## src/bpc_pkg.sv

```systemverilog
// Types and constants of the barometric compensation block.
`default_nettype none

package bpc_pkg;

    localparam int RAW_W     = 24;
    localparam int COEF_W    = 16;
    localparam int PRESS_W   = 20;
    localparam int TEMP_W    = 19;
    localparam int CFG_IDX_W = 3;

    // Register stages of the datapath, the output register included.
    localparam int STAGES = 9;
    localparam int CNT_W  = $clog2(STAGES + 1);

    localparam logic signed [19:0] TEMP_REF  = 20'sd2000;
    localparam logic signed [19:0] TEMP_LOW  = -20'sd1500;
    localparam logic signed [19:0] TEMP_MIN  = -20'sd262144;
    localparam logic signed [19:0] TEMP_MAX  = 20'sd262143;

    localparam logic signed [45:0] K_OFF_D   = 46'sd61;
    localparam logic signed [45:0] K_OFF_E   = 46'sd15;
    localparam logic signed [45:0] K_SENS_D  = 46'sd2;
    localparam logic signed [45:0] K_SENS_E  = 46'sd8;

    localparam logic signed [31:0] PRESS_MAX_S = 32'sd1048575;
    localparam logic [PRESS_W-1:0] PRESS_MAX   = 20'hFFFFF;

    typedef enum logic [CFG_IDX_W-1:0] {
        REG_C1 = 3'd0,
        REG_C2 = 3'd1,
        REG_C3 = 3'd2,
        REG_C4 = 3'd3,
        REG_C5 = 3'd4,
        REG_C6 = 3'd5
    } reg_idx_t;

    typedef struct packed {
        logic [COEF_W-1:0] c1;
        logic [COEF_W-1:0] c2;
        logic [COEF_W-1:0] c3;
        logic [COEF_W-1:0] c4;
        logic [COEF_W-1:0] c5;
        logic [COEF_W-1:0] c6;
    } coef_t;

endpackage

`default_nettype wire

```

## src/bpc_if.sv

```systemverilog
// Handshake interfaces: sample input, result output, configuration writes.
`default_nettype none


interface bpc_cfg_if;
    logic                          valid;
    logic                          ready;
    logic [bpc_pkg::CFG_IDX_W-1:0] index;
    logic [bpc_pkg::COEF_W-1:0]    data;

    modport source (output valid, output index, output data, input ready);
    modport sink   (input valid, input index, input data, output ready);
endinterface

`default_nettype wire

```

## src/bpc_coef_regs.sv

```systemverilog
// Calibration coefficient register file.
`default_nettype none

module bpc_coef_regs (
    input  wire logic          clk,
    input  wire logic          rst_n,
    bpc_cfg_if.sink            cfg,
    output bpc_pkg::coef_t     coef
);
    import bpc_pkg::*;

    coef_t coef_reg;
    coef_t coef_next;

    assign cfg.ready = 1'b1;
    assign coef      = coef_reg;

    always_comb
    begin
        coef_next = coef_reg;
        if (cfg.valid)
        begin
            case (cfg.index)
                REG_C1:  coef_next.c1 = cfg.data;
                REG_C2:  coef_next.c2 = cfg.data;
                REG_C3:  coef_next.c3 = cfg.data;
                REG_C4:  coef_next.c4 = cfg.data;
                REG_C5:  coef_next.c5 = cfg.data;
                REG_C6:  coef_next.c6 = cfg.data;
                default: coef_next = coef_reg;
            endcase
        end
    end

    always_ff @(posedge clk or negedge rst_n)
    begin
        if (!rst_n)
        begin
            coef_reg <= '0;
        end
        else
        begin
            coef_reg <= coef_next;
        end
    end

endmodule

`default_nettype wire

```

## src/flat_wrapper.sv

```systemverilog
// flat-port wrapper written by rule: the top's interface ports become plain ports
module bpc_coef_regs_flat import bpc_pkg::*;
  (clk, rst_n, coef, cfg_valid, cfg_index, cfg_data, cfg_ready);
  bpc_cfg_if cfg_i ();
  input  wire logic clk;
  input  wire logic rst_n;
  output bpc_pkg::coef_t coef;
  input wire logic [$bits(cfg_i.valid)-1:0] cfg_valid;
  input wire logic [$bits(cfg_i.index)-1:0] cfg_index;
  input wire logic [$bits(cfg_i.data)-1:0] cfg_data;
  output wire logic [$bits(cfg_i.ready)-1:0] cfg_ready;
  assign cfg_i.valid = cfg_valid;
  assign cfg_i.index = cfg_index;
  assign cfg_i.data = cfg_data;
  assign cfg_ready = cfg_i.ready;
  bpc_coef_regs u_core (.clk(clk), .rst_n(rst_n), .cfg(cfg_i), .coef(coef));
endmodule
```

## config.mk

```make
export PLATFORM = sky130hd
export DESIGN_NAME = bpc_coef_regs_flat
export DESIGN_NICKNAME = d
export VERILOG_FILES = /design/src/bpc_pkg.sv /design/src/bpc_if.sv /design/src/bpc_coef_regs.sv /design/src/flat_wrapper.sv
export SDC_FILE = /design/constraint.sdc
export NUM_CORES = 1
export LEC_CHECK = 0
export BUFFER_PORTS_ARGS = -buffer_cell sky130_fd_sc_hd__clkbuf_2
export CORE_UTILIZATION = 55
export CTS_BUF_LIST = sky130_fd_sc_hd__clkbuf_4 sky130_fd_sc_hd__clkbuf_8
export CTS_CLUSTER_SIZE = 20
export DETAILED_ROUTE_END_ITERATION = 7
export GPL_TIMING_DRIVEN = 0
export PLACE_DENSITY_LB_ADDON = 0.25
export SLEW_MARGIN = 0
export SYNTH_ARGS = -nofsm -noshare
export SYNTH_HDL_FRONTEND = slang
export SYNTH_SLANG_ARGS = --single-unit
```

## constraint.sdc

```tcl
create_clock -name clk -period 2.1 [get_ports clk]
set_input_delay 0.525 -clock clk [delete_from_list [all_inputs] [get_ports clk]]
set_output_delay 0.525 -clock clk [all_outputs]
set_load 0.005 [all_outputs]
```

# ---- Word level (Yosys, flattened, before mapping)
# Index checks and enable logic that the tools add are counted.
dict set report word_totals {
  word_cells 18
  reg_bits 96
  in_bits 22
}
dict set report classes {
  n_reduce_logical 7
  n_eq_ne 5
}
# op n
set ops {}
lappend ops {{$reduce_and A2 Y1} 6}
lappend ops {{$eq A3 B2 Y1 const B} 2}
lappend ops {{$eq A3 B3 Y1 const B} 2}
lappend ops {{$eq A3 B1 Y1 const B} 1}
lappend ops {{$logic_not A3 Y1} 1}

# ---- Depth between registers and ports, before layout
# Gate-level depths: netlist (run 1).
dict set report depth {
  depth_word 2
  ltp_mapped 5
  depth_no_buf 2
}

# ---- Worst setup path before layout (run 1)
# No wires, ideal clock.
dict set report synth_path {
  path_kind {in2reg}
  start {input port cfg_index[0]}
  end {register u_core.coef_reg (netlist bit u_core.coef[85])}
  arrival_ns 1.609
  setup_slack_ns 0.366
  stages 4
  path_cell_list {buf_6 nor4b_4 buf_8 mux2_4}
}
dict set report synth_via {
  elab_chain_cells 2
}
# element line_no
set synth_rtl {}
lappend synth_rtl {{from (decl)} flat_wrapper.sv:9} ;# input wire logic [$bits(cfg_i.index)-1:0] cfg_index;
lappend synth_rtl {{$logic_not A3 Y1} bpc_coef_regs.sv:23} ;# case (cfg.index)
lappend synth_rtl {{$reduce_and A2 Y1 (no source line)} n/a}
lappend synth_rtl {{to (signal assigned)} bpc_coef_regs.sv:43} ;# coef_reg <= coef_next;
lappend synth_rtl {{to (decl)} bpc_coef_regs.sv:12} ;# coef_t coef_reg;
# Every way passes these cells.
# A chain may end at the register's enable or synchronous reset.

# ---- Final worst setup path (run 1)
dict set report layout_path {
  start {input port cfg_index[1]}
  end {register u_core.coef_reg (netlist bit u_core.coef[91])}
}
# The elaborated chain is that of the path after synthesis.

==> results.py, run 1 <==
metrics = {
    "status": {
        "outcome": "complete, but fails checks",
        "failed_checks": "design-rule violations",
    },
    "sta": {
        "finalWorstPathRequiredPeriod_ns": 1.612,
        "report.final.hold_viol_count": 0,
        "rsz0062_at_grt": "false",
        "fmax_ghz": 0.6203,
        "tightest_slew_ns": 0.7621,
        "timing.final.crit_share_pct": 76.77,
        "finClkSkew_ns": 0,
        "finalSetupViolCount": 0,
        "final_max_slew_viol_count": 0,
        "maxSlewHeadroom_pct": 49.20,
        "finalSetupTns_ns": 0,
    },
    "grt": {
        "grt_pass1_wl_um": 11870,
        "grtUsageTotal_pct": 21.99,
        "grt_pass1_vias": 2232,
        "grt_antenna_before_repair": 0,
        "overflow": 0,
        "grt_max_degree": 56,
    },
    "drt": {
        "routed_wirelength_um": 7342,
        "drt_pass1_iterations": 7,
        "routedWlPerCell_um": 17.48,
        "remaining_drc_errors": 8,
        "ant_nets": 0,
        "via_per_inst": 5.245,
        "drtIter0Drc": 76,
        "vias": 2203,
    },
    "power": {
        "total_power_uw": 4696,
        "vdd_drop_max_mv": 0.6026,
        "p_leak_uw": 0.002269,
        "p_per_area_nw_per_um2": 1014,
    },
    "setup_path": {
        "crit_arrival_ns": 1.84,
        "crit_required_ns": 2.33,
        "start_kind": "input port",
        "cpPeakStageDelay_ns": 0.60,
        "end_kind": "flip-flop",
        "path_class": "input port to flip-flop",
        "critPathSlowestCell": "nor4b_4",
        "crit_chain": "clkbuf_2, nor4b_4, buf_8, mux2_4",
        "critPathMaxFanout": 10,
    },
    "synth": {
        "syn_avg_cell_area_um2": 17.75,
        "yosys_warnings": 0,
        "synthesis.area_um2": 3727,
        "netlist_instances": 210,
        "ys_ff_latch": 96,
        "yosysTopAreaCell": "dfrtp_1",
        "synth_cell_types": 12,
        "synth_nets": 232,
        "synth-seq-area-share_pct": 64.45,
        "yosysTopAreaCellShare_pct": 64.45,
        "synth.area.top_cells": "dfrtp_1 (64%), mux2_2 (26%), mux2_4 (4.0%)",
    },
    "clock_tree": {
        "clk_latency_ns": 0.34,
        "cts_resized": 0,
        "cts_tree": "built",
        "path_clk_slew_ns": 0.09,
        "numCtsBuffers": 9,
        "cts_root_buffer": "clkbuf_8",
        "ctsHoldBuffers": 0,
        "post-cts-setup-buffers": 0,
        "ctsHtreeMaxLevel": 3,
        "clock-sinks": 96,
        "clockBufferDepth": 2,
    },
    "flow_run": {
        "drv_cap": 0,
    },
    "layout": {
        "regArea_um2": 2402,
        "stdcell_count": 420,
        "insertedDiodeCount": 0,
        "multiInputGateArea_um2": 1214,
        "syn2layout_area_growth_pct": 24.30,
        "fill_cells": 442,
        "finalNetCount": 360,
        "largest_reg_flops": 96,
        "drive_above_1_share_pct": 71.43,
    },
    "die": {
        "io_pins": 119,
        "rows": 29,
        "initial_core_util_pct": 57.71,
        "core_area_um2": 6459,
        "die_x_um": 84.32,
        "die_h_um": 84.32,
        "dieArea_um2": 7110,
    },
    "placed_design": {
        "dpl.cell_count": 404,
        "io_buffers": 116,
        "place_hpwl_um": 5147,
        "gp_congestion": 0.6998,
    },
    "min_path": {
        "min_path_type": "input port to asynchronous set/reset pin",
    },
}
## power breakdown
group / internal, µW / switching, µW / total (µW)
combinational: 618 / 399 / 1020
clock: 612 / 604 / 1220
sequential: 2250 / 210 / 2460
## metrics by stage
stage | hold WS [ns] | area (µm²) | util, % | setup WS [ns]
6_report | 0.2643 | 4633 | 71.74 | 0.4879
3_5_place_dp | 0.4925 | 4427 | 68.54 | 0.1073
2_1_floorplan | 0.2294 | 3727 | - | 0.3660
5_1_grt | 0.3092 | 4633 | 71.74 | 0.4397
4_1_cts | 0.2768 | 4633 | 71.74 | 0.4875
3_3_place_gp | 0.4876 | 4404 | 68.19 | -0.6195
## path summary, 6_finish.rpt
check | start | endpoint | slack, ns | depth (start not counted)
worst max-delay path | cfg_index[1] | u_core.coef[91] | 0.49 | 4
worst min-delay path | rst_n | u_core.coef[93] | 0.26 | 1
worst max register to register | u_core.coef[29] | u_core.coef[29] | 1.32 | 1
worst min register to register | u_core.coef[21] | u_core.coef[21] | 0.51 | 1
max in group asynchronous | rst_n | u_core.coef[69] | 1.15 | 2
min in group clk | cfg_data[13] | u_core.coef[93] | 0.48 | 2
## per-layer routing
metal | routed length (µm) | part of all wire [%] | track usage (%) | vias up
li1 | - | - | - | 999
met4 | 72 | 0.98 | 8.464 | 0
met1 | 3222 | 44 | 29.62 | 1119
met2 | 3523 | 48 | 33.90 | 78
met3 | 523 | 7.1 | 6.686 | 7
met5 | 0 | 0 | 0 | -
## area by class of cell
class                      count  area share, %
sequential                    96          51.85
multi-input combinational    103          26.19
timing repair buffer         117          13.02
clock buffer                  11          3.268
buffer                        11          2.403
tap                           77          2.079
clock inverter                 5          1.188
## cell families after synthesis
logic type | synth area share, %
muxes | 30.01
other | 0.1006
DFF | 64.45
and+or+nand+nor | 2.451
buffers and inverters | 2.988
## synthesized netlist by cell type
library cell / instances
buf_6: 7
nand4b_2: 2
mux2_1: 1
mux2_2: 85
mux2_4: 10
buf_4: 1
conb_1: 1
dfrtp_1: 96
and4bb_2: 3
nor4b_4: 1
buf_8: 1
buf_2: 2
## worst max-delay path: cells and delay by family
kind,cells,cell delay [ns]
buffers and inverters,2,0.40
multiplexers,1,0.31
AND/OR/NAND/NOR,1,0.60
## cell usage in the layout, fill, tap and decap left out
cell,Yosys,routed
clkbuf_8,0,11
bufinv_16,0,1
clkinvlp_4,0,2
nand4b_2,2,2
conb_1,1,1
dfrtp_1,96,96
buf_2,2,2
buf_12,0,1
nor4b_4,1,1
buf_8,1,1
clkbuf_4,0,1
mux2_2,85,85
mux2_4,10,10
mux2_1,1,1
clkbuf_2,0,115
buf_6,7,7
buf_4,1,1
and4bb_2,3,3
clkinv_2,0,2
(Power assumes the default switching activity.)
==> inputs of run 2 (changes only) <==
--- a/config.mk
+++ b/config.mk
@@ -6,7 +6,7 @@
 export NUM_CORES = 1
 export LEC_CHECK = 0
 export BUFFER_PORTS_ARGS = -buffer_cell sky130_fd_sc_hd__clkbuf_2
-export CORE_UTILIZATION = 55
+export CORE_UTILIZATION = 47
 export CTS_BUF_LIST = sky130_fd_sc_hd__clkbuf_4 sky130_fd_sc_hd__clkbuf_8
 export CTS_CLUSTER_SIZE = 20
 export DETAILED_ROUTE_END_ITERATION = 7
==> constraint.sdc (replaced) <==
create_clock -name clk -period 1.4 [get_ports clk]
set_input_delay 0.35 -clock clk [delete_from_list [all_inputs] [get_ports clk]]
set_output_delay 0.35 -clock clk [all_outputs]
set_load 0.005 [all_outputs]
==> run 2 against run 1 <==
  * The flow now finishes without violations
  * Setup slack got worse by 0.35 ns
  * Core utilization decreased by 9.4 points
  * Sequential share of layout area decreased by 1.7 points
  * Clock skew unchanged
  * First-iteration DRC count decreased by 49%
  * Global-route usage decreased by 2.6 points
  * Total power increased by 55%
  * Non-clock buffer count increased by 2
  * Die area increased by 17%
  * Routed wire length increased by 2.4%
  * Largest power group unchanged
==> results.py, run 2 (synthesis gave the netlist of run 1 again) <==
metrics = {
    "clock_tree": {
        "cts_root_buffer": "clkbuf_8",
        "numCtsBuffers": 9,
        "clock-sinks": 96,
        "path_clk_slew_ns": 0.09,
        "ctsHtreeMaxLevel": 3,
        "clockBufferDepth": 2,
        "cts_tree": "built",
        "clk_latency_ns": 0.34,
        "ctsHoldBuffers": 0,
    },
    "sta": {
        "rsz0062_at_grt": "false",
        "finalSetupViolCount": 0,
        "final_max_slew_viol_count": 0,
        "timing.final.crit_share_pct": 90.08,
        "report.final.hold_viol_count": 0,
        "holdWs_ns": 0.04190,
        "fmax_ghz": 0.7930,
        "finalSetupTns_ns": 0,
        "tightest_slew_ns": 0.6628,
        "maxSlewHeadroom_pct": 55.81,
        "finClkSkew_ns": 0,
        "finalWorstPathRequiredPeriod_ns": 1.261,
    },
    "die": {
        "die_x_um": 91.06,
        "io_pins": 119,
        "rows": 32,
        "die_h_um": 91.06,
        "core_area_um2": 7687,
        "initial_core_util_pct": 48.49,
        "dieArea_um2": 8291,
    },
    "layout": {
        "layout_common_cells": "clkbuf_2 (115), dfrtp_1 (96), mux2_2 (66)",
        "drive_above_1_share_pct": 71.88,
        "finalNetCount": 362,
        "largest_reg_flops": 96,
        "final_util_pct": 62.32,
        "layout_commonest_cell": "clkbuf_2",
        "stdcell_count": 447,
        "insertedDiodeCount": 0,
        "syn2layout_area_growth_pct": 28.53,
    },
    "grt": {
        "overflow": 0,
        "grt_pass1_vias": 2231,
        "grt_pass1_wl_um": 12030,
        "grt_antenna_before_repair": 0,
        "grt_max_degree": 51,
        "grtUsageTotal_pct": 19.43,
    },
    "setup_path": {
        "crit_arrival_ns": 1.49,
        "end_kind": "flip-flop",
        "critPathMaxFanout": 10,
        "crit_chain": "clkbuf_2, nand4b_2, buf_2, mux2_2",
        "cpLargestDelayFamily": "buffers and inverters",
        "crit_required_ns": 1.63,
        "path_class": "input port to flip-flop",
        "crit_buf_inv": 2,
        "start_kind": "input port",
        "cpPeakStageDelay_ns": 0.37,
        "critPathSlowestCell": "nand4b_2",
    },
    "drt": {
        "routedWlPerCell_um": 16.83,
        "drtIter0Drc": 39,
        "ant_nets": 0,
        "routed_wirelength_um": 7521,
        "vias": 2226,
        "drt_pass1_iterations": 4,
        "via_per_inst": 4.980,
        "remaining_drc_errors": 0,
    },
    "status": {
        "outcome": "finished clean",
    },
    "placed_design": {
        "io_buffers": 116,
        "dpl.cell_count": 429,
        "gp_congestion": 0.7038,
        "place_hpwl_um": 5244,
    },
    "min_path": {
        "min_path_type": "input port to asynchronous set/reset pin",
    },
    "power": {
        "intPower_uw": 5461,
        "p_seq_share_pct": 50.8,
        "p_switching_uw": 1838,
        "p_leak_uw": 0.002363,
        "vdd_drop_max_mv": 0.6471,
        "p_sw_share_pct": 25.18,
        "power_frac_clock_pct": 27.3,
        "p_comb_share_pct": 21.9,
        "p_per_area_nw_per_um2": 1524,
    },
    "flow_run": {
        "drv_cap": 0,
    },
}
## run 2: changes by cell type in the layout (fill, tap and decap cells not counted), sizes merged
| cell | previous run | this run |
|---|---|---|
| clkinvlp | 2 | 0 |
| buf | 12 | 14 |
| inv | 0 | 1 |
| bufinv | 1 | 2 |
## run 2: worst paths after layout
check                      cells past startpoint       startpoint  slack, ns               to
hold reg to reg                                1  u_core.coef[12]       0.51  u_core.coef[12]
setup reg to reg                               1  u_core.coef[22]       0.61  u_core.coef[22]
min in group clk                               2     cfg_data[15]       0.31  u_core.coef[79]
setup / recovery                               4     cfg_index[1]       0.14  u_core.coef[14]
hold / removal                                 1            rst_n       0.04  u_core.coef[28]
max in group asynchronous                      2            rst_n       0.69   u_core.coef[5]
## run 2: repair_timing
item | CTS | global route
gates resized for setup | 0 | 0
hold endpoints to repair | 0 | 0
buffers inserted | 2 | 0
endpoints found under the setup margin | 10 | 0
## run 2: metrics by stage
step	power, µW	worst slack [ns]	area, µm²
global route	7679	0.06142	4791
CTS	7381	0.1238	4791
detailed placement	5389	-0.4180	4552
finish	7299	0.1389	4791
global placement	5311	-1.142	4522
floorplan	4489	-0.1009	3814
## run 2: cell type report
cell class	count	area, µm²
Timing Repair Buffer	119	625.6
Clock buffer	11	145.1
Multi-Input combinational cell	103	1289
Fill cell	632	2897
Sequential cell	96	2402
Tap cell	102	127.6
Clock inverter	5	78.83
Buffer	11	122.6
## run 2: metal layers
metal / global-route usage [%] / vias up / routed length [µm]
met4: 7.143 / 0 / 102
met2: 31.00 / 79 / 3561
met1: 25.70 / 1126 / 3409
met5: 0 / - / 0
met3: 5.025 / 9 / 447
li1: - / 1012 / -
## run 2: power by group through the flow
stage,clock network [µW],logic (µW),registers (µW)
floorplan,0,707,3780
global placement,0,1580,3730
detailed placement,0,1630,3760
CTS,2040,1630,3710
global route,2140,1740,3790
finish,1990,1600,3710
